**config.mk**
```make
export PLATFORM = sky130hd
export DESIGN_NAME = pan_tilt_command_decoder
export DESIGN_NICKNAME = d
export VERILOG_FILES = /design/src/pttd_pkg.sv /design/src/pttd_front.sv /design/src/pttd_queue.sv /design/src/pttd_back.sv /design/src/pan_tilt_command_decoder.sv
export SDC_FILE = /design/constraint.sdc
export NUM_CORES = 1
export LEC_CHECK = 0
export BUFFER_PORTS_ARGS = -buffer_cell sky130_fd_sc_hd__buf_2
export CAP_MARGIN = 20
export CORE_MARGIN = 2
export CORE_UTILIZATION = 30
export DETAILED_ROUTE_END_ITERATION = 6
export PLACE_DENSITY_LB_ADDON = 0.3
export RECOVER_POWER = 100
export SLEW_MARGIN = 20
export SYNTH_ARGS = -nofsm -noshare
export SYNTH_HDL_FRONTEND = slang
export SYNTH_SLANG_ARGS = --single-unit
```
**constraint.sdc**
```tcl
create_clock -name clk -period 12 [get_ports clk]
set_clock_uncertainty 0.05 [all_clocks]
set_input_delay 3 -clock clk [delete_from_list [all_inputs] [get_ports clk]]
set_output_delay 3 -clock clk [all_outputs]
set_load 0.01 [all_outputs]
```
**src/pttd_pkg.sv**
```systemverilog
`default_nettype none
// ----------------------------------------------------------------------------
// pttd_pkg - shared types and constants of the pan/tilt command decoder
// character codes, frame geometry, command record and queue status
// ----------------------------------------------------------------------------

package pttd_pkg;

  // parser phases
  typedef enum logic [1:0] {
    PH_MODE   = 2'd0,
    PH_AXIS   = 2'd1,
    PH_DIGITS = 2'd2
  } phase_t;

  // ascii codes of the command grammar
  localparam logic [7:0] CH_PIXEL = 8'h70;  // 'p'
  localparam logic [7:0] CH_FIXED = 8'h66;  // 'f'
  localparam logic [7:0] CH_PAN   = 8'h70;  // 'p'
  localparam logic [7:0] CH_TILT  = 8'h74;  // 't'
  localparam logic [7:0] CH_ZERO  = 8'h30;  // '0'
  localparam logic [7:0] CH_NINE  = 8'h39;  // '9'

  localparam int NUM_W = 14;
  localparam int POS_W = 11;

  localparam logic [1:0] LAST_DIGIT = 2'd3;

  // camera geometry
  localparam int ANGLE_PAN     = 70;
  localparam int ANGLE_TILT    = 30;
  localparam int FRAME_PAN     = 1920;
  localparam int FRAME_TILT    = 1080;
  localparam int TICKS_PER_DEG = 3;
  localparam int CENTRE_PAN    = 960;
  localparam int CENTRE_TILT   = 540;

  localparam logic [POS_W-1:0] MIN_CHANGE_RESET = 11'd9;

  // pixel offset to ticks: floor(x * SCALE >> SCALE_SHIFT) == floor(x * deg * angle / frame)
  localparam int SCALE_SHIFT = 20;
  localparam int PAN_SCALE =
    (TICKS_PER_DEG * ANGLE_PAN * (1 << SCALE_SHIFT) + FRAME_PAN - 1) / FRAME_PAN;
  localparam int TILT_SCALE =
    (TICKS_PER_DEG * ANGLE_TILT * (1 << SCALE_SHIFT) + FRAME_TILT - 1) / FRAME_TILT;
  localparam int SCALE_W = 17;

  // bound above the largest scaled pixel offset on either axis
  localparam int PIXEL_MAG_BOUND = 128;
  localparam int MAG_W = 7;

  // command queue between parser and goal pipeline
  localparam int QUEUE_DEPTH = 4;
  localparam int QPTR_W = $clog2(QUEUE_DEPTH);

  typedef struct packed {
    logic             mode_pixel;
    logic             axis_tilt;
    logic [NUM_W-1:0] number;
    logic [POS_W-1:0] position;
  } cmd_t;

  typedef struct packed {
    logic empty;
    logic full;
  } queue_status_t;

endpackage

`default_nettype wire

```
**src/pttd_front.sv**
```systemverilog
`default_nettype none
// ----------------------------------------------------------------------------
// pttd_front - command parser
// walks the mode / axis / four digit grammar and issues one command per number
// ----------------------------------------------------------------------------

module pttd_front (
  input  wire logic                        clk,
  input  wire logic                        rst,
  input  wire logic                        accept,
  input  wire logic [7:0]                  rx_byte,
  input  wire logic [pttd_pkg::POS_W-1:0]  pan_position,
  input  wire logic [pttd_pkg::POS_W-1:0]  tilt_position,
  output logic                             cmd_push,
  output pttd_pkg::cmd_t                   cmd
);

  pttd_pkg::phase_t            phase, phase_next;
  logic                        mode_pixel, mode_pixel_next;
  logic                        axis_tilt, axis_tilt_next;
  logic [1:0]                  digit_count, digit_count_next;
  logic [pttd_pkg::NUM_W-1:0]  number_accum, number_accum_next;

  logic                        is_digit;
  logic [7:0]                  digit_byte;
  logic [pttd_pkg::NUM_W-1:0]  accum_mac;

  assign is_digit   = (rx_byte >= pttd_pkg::CH_ZERO) && (rx_byte <= pttd_pkg::CH_NINE);
  assign digit_byte = rx_byte - pttd_pkg::CH_ZERO;
  assign accum_mac  = 14'(number_accum * 14'd10) + {10'd0, digit_byte[3:0]};

  always_ff @(posedge clk) begin
    if (rst) begin
      phase        <= pttd_pkg::PH_MODE;
      mode_pixel   <= 1'b1;
      axis_tilt    <= 1'b0;
      digit_count  <= 2'd0;
      number_accum <= '0;
    end else begin
      phase        <= phase_next;
      mode_pixel   <= mode_pixel_next;
      axis_tilt    <= axis_tilt_next;
      digit_count  <= digit_count_next;
      number_accum <= number_accum_next;
    end
  end

  always_comb begin
    phase_next        = phase;
    mode_pixel_next   = mode_pixel;
    axis_tilt_next    = axis_tilt;
    digit_count_next  = digit_count;
    number_accum_next = number_accum;
    cmd_push          = 1'b0;
    if (accept) begin
      unique case (phase)
        pttd_pkg::PH_AXIS: begin
          if (rx_byte == pttd_pkg::CH_PAN || rx_byte == pttd_pkg::CH_TILT) begin
            axis_tilt_next    = (rx_byte == pttd_pkg::CH_TILT);
            number_accum_next = '0;
            phase_next        = pttd_pkg::PH_DIGITS;
          end
        end
        pttd_pkg::PH_DIGITS: begin
          if (is_digit) begin
            number_accum_next = accum_mac;
            if (digit_count != pttd_pkg::LAST_DIGIT) begin
              digit_count_next = digit_count + 2'd1;
            end else begin
              phase_next = pttd_pkg::PH_MODE;
              cmd_push   = 1'b1;
            end
          end
        end
        default: begin
          // waiting for a mode letter
          if (rx_byte == pttd_pkg::CH_PIXEL || rx_byte == pttd_pkg::CH_FIXED) begin
            mode_pixel_next  = (rx_byte == pttd_pkg::CH_PIXEL);
            digit_count_next = 2'd0;
            phase_next       = pttd_pkg::PH_AXIS;
          end
        end
      endcase
    end
  end

  assign cmd.mode_pixel = mode_pixel;
  assign cmd.axis_tilt  = axis_tilt;
  assign cmd.number     = accum_mac;
  assign cmd.position   = axis_tilt ? tilt_position : pan_position;

endmodule

`default_nettype wire

```
**src/pttd_queue.sv**
```systemverilog
`default_nettype none
// ----------------------------------------------------------------------------
// pttd_queue - short command queue
// decouples the parser from the goal pipeline
// ----------------------------------------------------------------------------

module pttd_queue (
  input  wire logic              clk,
  input  wire logic              rst,
  input  wire logic              push,
  input  wire pttd_pkg::cmd_t    din,
  input  wire logic              pop,
  output pttd_pkg::cmd_t         dout,
  output pttd_pkg::queue_status_t status
);

  localparam int CNT_W = pttd_pkg::QPTR_W + 1;

  pttd_pkg::cmd_t                entries [pttd_pkg::QUEUE_DEPTH];
  logic [pttd_pkg::QPTR_W-1:0]   wr_ptr;
  logic [pttd_pkg::QPTR_W-1:0]   rd_ptr;
  logic [CNT_W-1:0]              count;

  always_ff @(posedge clk) begin
    if (rst) begin
      wr_ptr <= '0;
      rd_ptr <= '0;
      count  <= '0;
    end else begin
      if (push) wr_ptr <= wr_ptr + (pttd_pkg::QPTR_W)'(1);
      if (pop)  rd_ptr <= rd_ptr + (pttd_pkg::QPTR_W)'(1);
      if (push && !pop)      count <= count + CNT_W'(1);
      else if (pop && !push) count <= count - CNT_W'(1);
    end
  end

  always_ff @(posedge clk) begin
    if (push) entries[wr_ptr] <= din;
  end

  assign dout         = entries[rd_ptr];
  assign status.empty = (count == '0);
  assign status.full  = (count == CNT_W'(pttd_pkg::QUEUE_DEPTH));

endmodule

`default_nettype wire

```
**src/pttd_back.sv**
```systemverilog
`default_nettype none
// ----------------------------------------------------------------------------
// pttd_back - goal pipeline
// pixel scaling, wrap into one turn, change filter and result register
// ----------------------------------------------------------------------------

module pttd_back #(
  parameter int TICKS_PER_TURN = 1080
) (
  input  wire logic                        clk,
  input  wire logic                        rst,
  input  wire pttd_pkg::cmd_t              cmd,
  input  wire logic                        cmd_valid,
  output logic                             cmd_pop,
  input  wire logic [pttd_pkg::POS_W-1:0]  min_change,
  input  wire logic                        res_ready,
  output logic                             res_valid,
  output logic                             res_axis,
  output logic [pttd_pkg::POS_W-1:0]       res_goal
);

  localparam int NW = pttd_pkg::NUM_W;
  localparam int PW = pttd_pkg::POS_W;
  // whole turns added so that a negative pixel offset stays positive
  localparam int OFFSET =
    ((pttd_pkg::PIXEL_MAG_BOUND + TICKS_PER_TURN - 1) / TICKS_PER_TURN) * TICKS_PER_TURN;
  localparam int RECIP_SHIFT = 28;
  localparam int RECIP = (1 << RECIP_SHIFT) / TICKS_PER_TURN;
  localparam int PROD_W = NW + RECIP_SHIFT;
  localparam int QT_W = NW + PW;
  localparam logic [PW-1:0] TICKS = PW'(TICKS_PER_TURN);

  logic adv;

  // stage 0: clamp, centre, scale, add position
  logic [PW-1:0]                    frame, centre, clamped, mag_in;
  logic                             neg;
  logic [pttd_pkg::SCALE_W-1:0]     scale_sel;
  logic [PW+pttd_pkg::SCALE_W-1:0]  scale_prod;
  logic [pttd_pkg::MAG_W-1:0]       mag;
  logic [NW-1:0]                    base, pix_val, pre_val;

  assign frame  = cmd.axis_tilt ? PW'(pttd_pkg::FRAME_TILT) : PW'(pttd_pkg::FRAME_PAN);
  assign centre = cmd.axis_tilt ? PW'(pttd_pkg::CENTRE_TILT) : PW'(pttd_pkg::CENTRE_PAN);
  assign clamped = (cmd.number > {3'd0, frame}) ? frame : cmd.number[PW-1:0];
  assign neg     = (clamped < centre);
  assign mag_in  = neg ? (centre - clamped) : (clamped - centre);
  assign scale_sel = cmd.axis_tilt ? pttd_pkg::SCALE_W'(pttd_pkg::TILT_SCALE)
                                   : pttd_pkg::SCALE_W'(pttd_pkg::PAN_SCALE);
  assign scale_prod = (PW+pttd_pkg::SCALE_W)'(mag_in) * (PW+pttd_pkg::SCALE_W)'(scale_sel);
  assign mag     = scale_prod[pttd_pkg::SCALE_SHIFT +: pttd_pkg::MAG_W];
  assign base    = NW'(cmd.position) + NW'(OFFSET);
  assign pix_val = neg ? (base - NW'(mag)) : (base + NW'(mag));
  assign pre_val = cmd.mode_pixel ? pix_val : cmd.number;

  // stage 1: quotient estimate by reciprocal
  logic          s1_valid, s1_axis;
  logic [NW-1:0] s1_val;
  logic [PROD_W-1:0] q_prod;
  logic [NW-1:0] q_est;

  assign q_prod = PROD_W'(s1_val) * PROD_W'(RECIP);
  assign q_est  = q_prod[RECIP_SHIFT +: NW];

  // stage 2: remainder with one correction
  logic          s2_valid, s2_axis;
  logic [NW-1:0] s2_val, s2_q;
  logic [QT_W-1:0] qt;
  logic [NW-1:0] rem, rem_fix;

  assign qt      = QT_W'(s2_q) * QT_W'(TICKS);
  assign rem     = s2_val - qt[NW-1:0];
  assign rem_fix = (rem >= NW'(TICKS)) ? (rem - NW'(TICKS)) : rem;

  // stage 3: change filter against the stored goal
  logic          s3_valid, s3_axis;
  logic [PW-1:0] s3_goal;
  logic [PW-1:0] pan_goal, tilt_goal, old_goal, diff;
  logic          take;

  assign old_goal = s3_axis ? tilt_goal : pan_goal;
  assign diff     = (old_goal > s3_goal) ? (old_goal - s3_goal) : (s3_goal - old_goal);
  assign take     = s3_valid && (diff >= min_change);

  assign adv     = !res_valid || res_ready;
  assign cmd_pop = adv && cmd_valid;

  always_ff @(posedge clk) begin
    if (rst) begin
      s1_valid  <= 1'b0;
      s2_valid  <= 1'b0;
      s3_valid  <= 1'b0;
      res_valid <= 1'b0;
      pan_goal  <= '0;
      tilt_goal <= '0;
    end else if (adv) begin
      s1_valid  <= cmd_valid;
      s2_valid  <= s1_valid;
      s3_valid  <= s2_valid;
      res_valid <= take;
      if (take) begin
        if (s3_axis) tilt_goal <= s3_goal;
        else         pan_goal  <= s3_goal;
      end
    end
  end

  always_ff @(posedge clk) begin
    if (adv) begin
      s1_val   <= pre_val;
      s1_axis  <= cmd.axis_tilt;
      s2_val   <= s1_val;
      s2_q     <= q_est;
      s2_axis  <= s1_axis;
      s3_goal  <= rem_fix[PW-1:0];
      s3_axis  <= s2_axis;
      res_goal <= s3_goal;
      res_axis <= s3_axis;
    end
  end

endmodule

`default_nettype wire

```
**src/pan_tilt_command_decoder.sv**
```systemverilog
`default_nettype none
// ----------------------------------------------------------------------------
// pan_tilt_command_decoder - ascii pan/tilt command decoder
// turns received command characters into new pan or tilt goal positions
// ----------------------------------------------------------------------------
// usage
//   s_*   : one received character per item, with the current pan and tilt
//           positions sampled alongside it
//   m_*   : one item per accepted command whose goal moved by at least
//           min_change ticks; m_tuser says which axis, m_tdata the goal
//   cfg_* : write of min_change, always ready, to be used while idle
// throughput: one character per cycle while the command queue has room
// path: the command completed by the last digit passes through the queue, the
//   quotient estimate, remainder, change filter and output register
// stall: a stalled receiver freezes the goal pipeline; the parser keeps taking
//   characters until the four-entry command queue fills, then s_tready drops
// reset: parser waits for a mode letter in pixel mode, both stored goals are
//   zero, min_change returns to 9, the queue and pipeline are emptied
// ----------------------------------------------------------------------------

module pan_tilt_command_decoder #(
  parameter int TICKS_PER_TURN = 1080
) (
  input  wire logic        clk,
  input  wire logic        rst,
  // input items
  input  wire logic        s_tvalid,
  output logic             s_tready,
  input  wire logic [31:0] s_tdata,   // rx_byte[7:0], pan_position[18:8], tilt_position[29:19]
  // result items
  output logic             m_tvalid,
  input  wire logic        m_tready,
  output logic [15:0]      m_tdata,   // goal_position[10:0]
  output logic [0:0]       m_tuser,   // axis[0]: 0 pan, 1 tilt
  // min_change register write
  input  wire logic        cfg_valid,
  output logic             cfg_ready,
  input  wire logic [10:0] cfg_data
);

  logic                           s_accept;
  logic                           cmd_push;
  logic                           cmd_pop;
  pttd_pkg::cmd_t                 cmd_in;
  pttd_pkg::cmd_t                 cmd_head;
  pttd_pkg::queue_status_t        q_stat;
  logic [pttd_pkg::POS_W-1:0]     min_change;
  logic                           res_axis;
  logic [pttd_pkg::POS_W-1:0]     res_goal;

  // the parser only stalls when the queue has no room
  assign s_tready = !q_stat.full;
  assign s_accept = s_tvalid && s_tready;

  // configuration register, written at any time
  assign cfg_ready = 1'b1;

  always_ff @(posedge clk) begin
    if (rst) begin
      min_change <= pttd_pkg::MIN_CHANGE_RESET;
    end else if (cfg_valid) begin
      min_change <= cfg_data;
    end
  end

  // front: grammar walk, one command per completed number
  pttd_front u_front (
    .clk           (clk),
    .rst           (rst),
    .accept        (s_accept),
    .rx_byte       (s_tdata[7:0]),
    .pan_position  (s_tdata[18:8]),
    .tilt_position (s_tdata[29:19]),
    .cmd_push      (cmd_push),
    .cmd           (cmd_in)
  );

  // queue between the two halves
  pttd_queue u_queue (
    .clk    (clk),
    .rst    (rst),
    .push   (cmd_push),
    .din    (cmd_in),
    .pop    (cmd_pop),
    .dout   (cmd_head),
    .status (q_stat)
  );

  // back: goal computation, filter and output register
  pttd_back #(
    .TICKS_PER_TURN (TICKS_PER_TURN)
  ) u_back (
    .clk        (clk),
    .rst        (rst),
    .cmd        (cmd_head),
    .cmd_valid  (!q_stat.empty),
    .cmd_pop    (cmd_pop),
    .min_change (min_change),
    .res_ready  (m_tready),
    .res_valid  (m_tvalid),
    .res_axis   (res_axis),
    .res_goal   (res_goal)
  );

  assign m_tdata = {5'd0, res_goal};
  assign m_tuser = res_axis;

  // a command is never pushed into a full queue
  a_no_push_full: assert property (@(posedge clk) disable iff (rst)
    !(cmd_push && q_stat.full))
    else $error("command pushed into full queue");

  // a waiting command always moves on when the pipeline is free
  a_pop_when_free: assert property (@(posedge clk) disable iff (rst)
    (!q_stat.empty && (!m_tvalid || m_tready)) |-> cmd_pop)
    else $error("queued command not taken by free pipeline");

  // every issued goal lies within one turn
  a_goal_range: assert property (@(posedge clk) disable iff (rst)
    m_tvalid |-> (m_tdata[10:0] < 11'(TICKS_PER_TURN)))
    else $error("goal outside one turn");

endmodule

`default_nettype wire
```
Word level (Yosys, flattened, before mapping) --
Memories as Yosys holds them, arrays and structs flattened. A register that Yosys moved wholly into a read port is not among the register bits. Index checks and enable logic that the tools add are counted.
Word-level totals: output and inout bits 20, bits in writable memories 108, memories 1, flip-flop bits (word level) 122, input bits 48, logic and storage cells 126
Cells by class: add/sub/neg operators 16, reductions and logical operators 27, bitwise operators 3, equality and inequality tests 11, magnitude comparators 7, multiplexer cells 33, $mul 4
Memory list:
- u_queue.entries | words 4, bits a word 27, read ports 1, clocked after Yosys merged registers in 1, wr ports 1, line pttd_queue.sv:19 | pttd_pkg::cmd_t entries [pttd_pkg::QUEUE_DEPTH];
Operators with widths (number):
- $mux W11 | 6
- $mux W14 | 4
- $sub A11 B11 Y11 | 4
- $mul A14 B18 Y32 const B | 1
- $pmux W14 S2 | 1
- $mul A11 B17 Y27 | 1
- $eq A8 B7 Y1 const B | 3
- $mux W2 | 9
- $mux W16 | 1
- $add A14 B4 Y14 | 1
- $add A14 B7 Y14 | 1
- $ge A14 B11 Y1 const B | 1
- $gt A14 B11 Y1 | 1
- $mul A14 B3 Y13 const B | 1
- $sub A14 B14 Y14 | 1
- $sub A14 B7 Y14 | 1
- $add A11 B11 Y12 const B | 1
- $reduce_and A3 Y1 | 4
- $ge A11 B11 Y1 | 1
- $gt A11 B11 Y1 | 1
- $lt A11 B11 Y1 | 1
- $mul A4 B8 Y11 const B | 1
- $sub A11 B11 Y11 const B | 1
- $mux W10 | 1
- 25 further kinds | 53

Depth between registers and ports, before layout --
word-level depth 9, mapped depth 62, mapped depth without buffers 56

Hierarchy --
A second synthesis with hierarchy kept.
Second synthesis, totals: cell total of the unflattened synthesis 1999, area total of the unflattened synthesis 21416.8 µm²
Modules (own cells, without submodules):
- pttd_back | cells each 1538, instances 1, seq. area each 2262.2 µm², area an instance 14605.3 µm²
- pttd_queue | cells each 185, instances 1, seq. area each 3423.3 µm², area an instance 4372.9 µm²
- pttd_front | cells each 230, instances 1, seq. area each 380.4 µm², area an instance 1979.4 µm²
- pan_tilt_command_decoder | cells each 46, instances 1, seq. area each 220.2 µm², area an instance 459.2 µm²

Worst setup path after synthesis --
OpenSTA, ideal clock, no wires.
path kind register to register, from register (tool-made name), to register u_back.s1_val[10] (data pin), path slack -0.100 ns, arrival time 11.790 ns, period minus slack after synthesis 12.100 ns, path buffers 7, setup time 0.260 ns, cell stages (with the launch flop) 60, data required time 11.690 ns, cell sequence dfxtp_1 > buf_2 > buf_1 > mux2i_1 > nand2_1 > o21a_1 > clkbuf_1 > clkbuf_1 > ha_1 > a2111oi_0 > nand3b_1 > a31oi_4 > clkbuf_1 > nor2_1 > a21o_1 > ha_1 > nor2b_1 > o21ai_0 > (+24 left out) > a21o_1 > nand3_1 > o211ai_1 > a31oi_2 > o21bai_1 > a21oi_1 > xnor2_1 > ha_1 > inv_1 > o21bai_1 > a21o_1 > a21o_1 > a21o_1 > nand2_1 > nor2_1 > a21oi_1 > xnor2_1 > mux2_2
RTL lines:
- end signal, assigned | line pttd_back.sv:110 | s1_val <= pre_val;
- end, declared | line pttd_back.sv:58 | logic [NW-1:0] s1_val;

==> results.md <==
- Max FO, Critical Path: 11
- Post-Synth XOR/XNOR Area: 4.42%
- Final antenna-violating net count: 0
- Iter 0 DRT Violations: between 500 and 600
- CORE AREA: 68200 µm²
- IO buf count: 59
- Met2 Usage GRT: 22.4%
- CTS buffer count: 26
- CP required: 12.24 ns
- Relative slew slack: -121%
- Post-synth EDFFs: 166
- Failing checks: capacitance limit, slew limit
- Final Wtd Congestion: ~0.82
- Largest net degree at the start of global routing: between 60 and 70
- Int Power: 1.34 mW
- Fin cells: 2858
- #FFs+latches synth: 231
- P per Cell Area: between 70 and 80 nW/µm²
- Worst EP arrival: 11.54 ns
- Warnings, synthesis: 0
- Post-Synth Adder-Cell Area: 35.0%
- CTS tree: done
- Combinational Power Share: 1.9%
- Diodes inserted: 0
- Switch share: 20.4%
- Post-DR wirelength/cell: 15.3 µm
- Final period util: 94.1%
- Outcome: complete, but fails checks
- Initial Util: 30.2%
- Post-route DRC violation count: 0
- Share of cells above drive strength 1: a little under a tenth
- Critical path startpoint category: register
- Leak Pwr: roughly 10 nW
- Cell variety after synth: between 70 and 80
- Setup TNS: 0 ns
- Compound-Gate Fraction of Synth Area: 8.46%
- Peak supply drop: 0.0849 mV
- Flop pwr share: just over 50%
- Vias in the first global route: 13800
- Clock share of power: 47.6%
- Critical path type: register to register
- Psw: 0.344 mW
- Final Util: around a third
- Max-Cap Viols: 8
- Crit. End Element: register
- Rows: 96
- Fmax: 88.6 MHz
- Global-route wire length before repair: 71400 µm
- Worst hold slack: 0.369 ns
- Mux contribution to synthesized area: 6.61%
- Worst path slowest cell: fa_1
- Area grow syn2layout: 11.3%
- Total grt overflow: 0
- Post-synth top area share: 24.2%
- Fin. Hold Viols: 0
- CTS root buf: clkbuf_16
- DP HPWL: 35100 µm
- Crit path time final: 11.29 ns
- Final WL: 43700 µm
- Clock slew seen by the registers of the worst setup and hold paths: 0.06 ns
- Pre-antenna DRT Iters: 5
- Vias: 13200
- Simple-gate share of the synthesized area: about 8%
- Sequential area share after synthesis: 30.5%
- CTS H-tree lvls: 1
- Nets: 2485
- Area of the mapped netlist: 20600 µm²
- Number of cells on the worst hold path: 0
- GRT Max-Usage Layer: met2
- Hold WC Path Type: register to register
- Cell mode on critical path: a21o_1
- Power Total: 1.68 mW
- Die area: 70700 µm²
- Met1 usage: about 16%
- Placed Cells: 2808
- Largest cells by area after synthesis: edfxtp_1, ha_1, fa_1, dfxtp_1, inv_1
- Clk buf depth: 3
- Setup Viol. Count Final: 0
- Least-Margin Pin Slew: between 3 and 4 ns
- DIE WIDTH: about 270 µm
- Clk Latency, worst-skew pair: 0.55 ns
- GRT Util Overall: 12.5%
- Reg2reg path depth: 52
- Vias/cell: between 4 and 5
- M3 GR Usage: 1.57%
- Async SR Flop Fraction: 0%
- IO Count: ~70
- Synth area leader: edfxtp_1
- Height of the die: 266 µm
- Mean Syn Cell Area: 10.9 µm²
- Syn Inst Count: 1884
- Crit-path max cell delay: 0.54 ns
- Clock sinks: ~230
- Slew Limit Fails: between 200 and 250
- Primary FF master, synth: edfxtp_1
- Largest family of logic cells by synthesized area: adder cells
- Antenna violations before repair: 0
## path summary, 6_finish.rpt
check	slack (ns)	end	startpoint
max reg2reg	0.71	u_back.s1_val[10]$_DFFE_PP_	register
min	0.37	u_back.s3_goal[0]$_DFFE_PP_	u_back.s2_val[0]$_DFFE_PP_
max	0.71	u_back.s1_val[10]$_DFFE_PP_	register
min reg2reg	0.37	u_back.s3_goal[0]$_DFFE_PP_	u_back.s2_val[0]$_DFFE_PP_
## routing by layer
layer	vias up	share of wire, %
met5	-	0
met4	0	1.8
met3	52	2.5
met2	133	50
met1	6436	46
li1	6559	-
## kinds of logic after synthesis
logic type,after synthesis
AO/OA/AOI/OAI,263
XOR/XNOR,100
adder cells (fa/ha/maj),479
buffers and inverters,371
flip-flops,231
multiplexers,99
other,2
AND/OR/NAND/NOR,339
## synth_stat cells, types with 17 or more instances
cell / number
xor2_1: 40
nor2_1: 105
mux4_2: 26
nand3_1: 27
ha_1: 319
nor2b_1: 17
nor3_1: 24
nand2_1: 81
mux2_2: 22
xnor2_1: 57
dfxtp_1: 65
a21oi_1: 76
a21o_1: 39
edfxtp_1: 166
o21ai_0: 48
clkbuf_1: 25
fa_1: 160
mux2i_1: 49
inv_1: 322
## cell type report
class / count / area [µm²]
clock buffers: 33 / 697
clock inverters: 13 / 178
fillers: 6815 / 45300
inverters: 325 / 1220
multi-input cells: 1286 / 12900
flip-flops and latches: 231 / 6290
well taps: 882 / 1100
repair buffers: 88 / 480
## power by group through the flow
stage / sequential [mW] / combinational (mW) / clock [mW]
2_1_floorplan: 0.867 / 0.0201 / 0
4_1_cts: 0.851 / 0.0343 / 0.826
5_1_grt: 0.850 / 0.0371 / 0.862
6_report: 0.851 / 0.0325 / 0.802
3_5_place_dp: 0.868 / 0.0340 / 0
3_3_place_gp: 0.868 / 0.0329 / 0
## flip-flops by register name, summed over array words and instances, names as in the netlist, 2 cells and up, named ones only
signal,count
u_back.res_goal,11
u_back.s3_goal,11
u_front.phase,2
u_back.tilt_goal,11
u_queue.entries,108
u_back.s1_val,14
u_back.s2_val,14
u_back.pan_goal,11
u_front.digit_count,2
u_back.s2_q,4
u_front.number_accum,13
u_queue.wr_ptr,2
u_queue.count,3
u_queue.rd_ptr,2
min_change,11
## stage by stage
step,cell area (µm²),setup slack [ns]
detailed placement,22000,0.268
global placement,22000,0.333
floorplan,20600,0.107
global route,22900,-0.127
finish,22900,0.707
CTS,22800,0.203
## cells in the final DEF (no fill, tap or decap), types with 29 or more instances in the layout
cell type  count
buf_2         42
nor2_1       104
edfxtp_1     166
fa_1         160
o21ai_0       48
xor2_1        39
mux2i_1       49
dfxtp_1       63
inv_1        322
a21o_1        39
xnor2_1       55
nand2_1       81
ha_1         319
clkbuf_1      29
a21oi_1       74
## critical path, delay by kind of cell, from the launching register on
kind | cells | cell delay [ns]
flops | 1 | 0.40
compound gates | 22 | 4.06
simple gates | 9 | 0.97
xor+xnor | 3 | 0.56
mux | 2 | 0.79
buf+inv | 7 | 0.64
fa+ha+maj | 9 | 3.58
## repair_timing
action | 4_1_cts | 5_1_grt
resized for setup | 0 | 20
hold buffers | 0 | 0
endpoints found under the setup margin | 0 | 7
buffers inserted | 0 | 4
(Power assumes the default switching activity.)
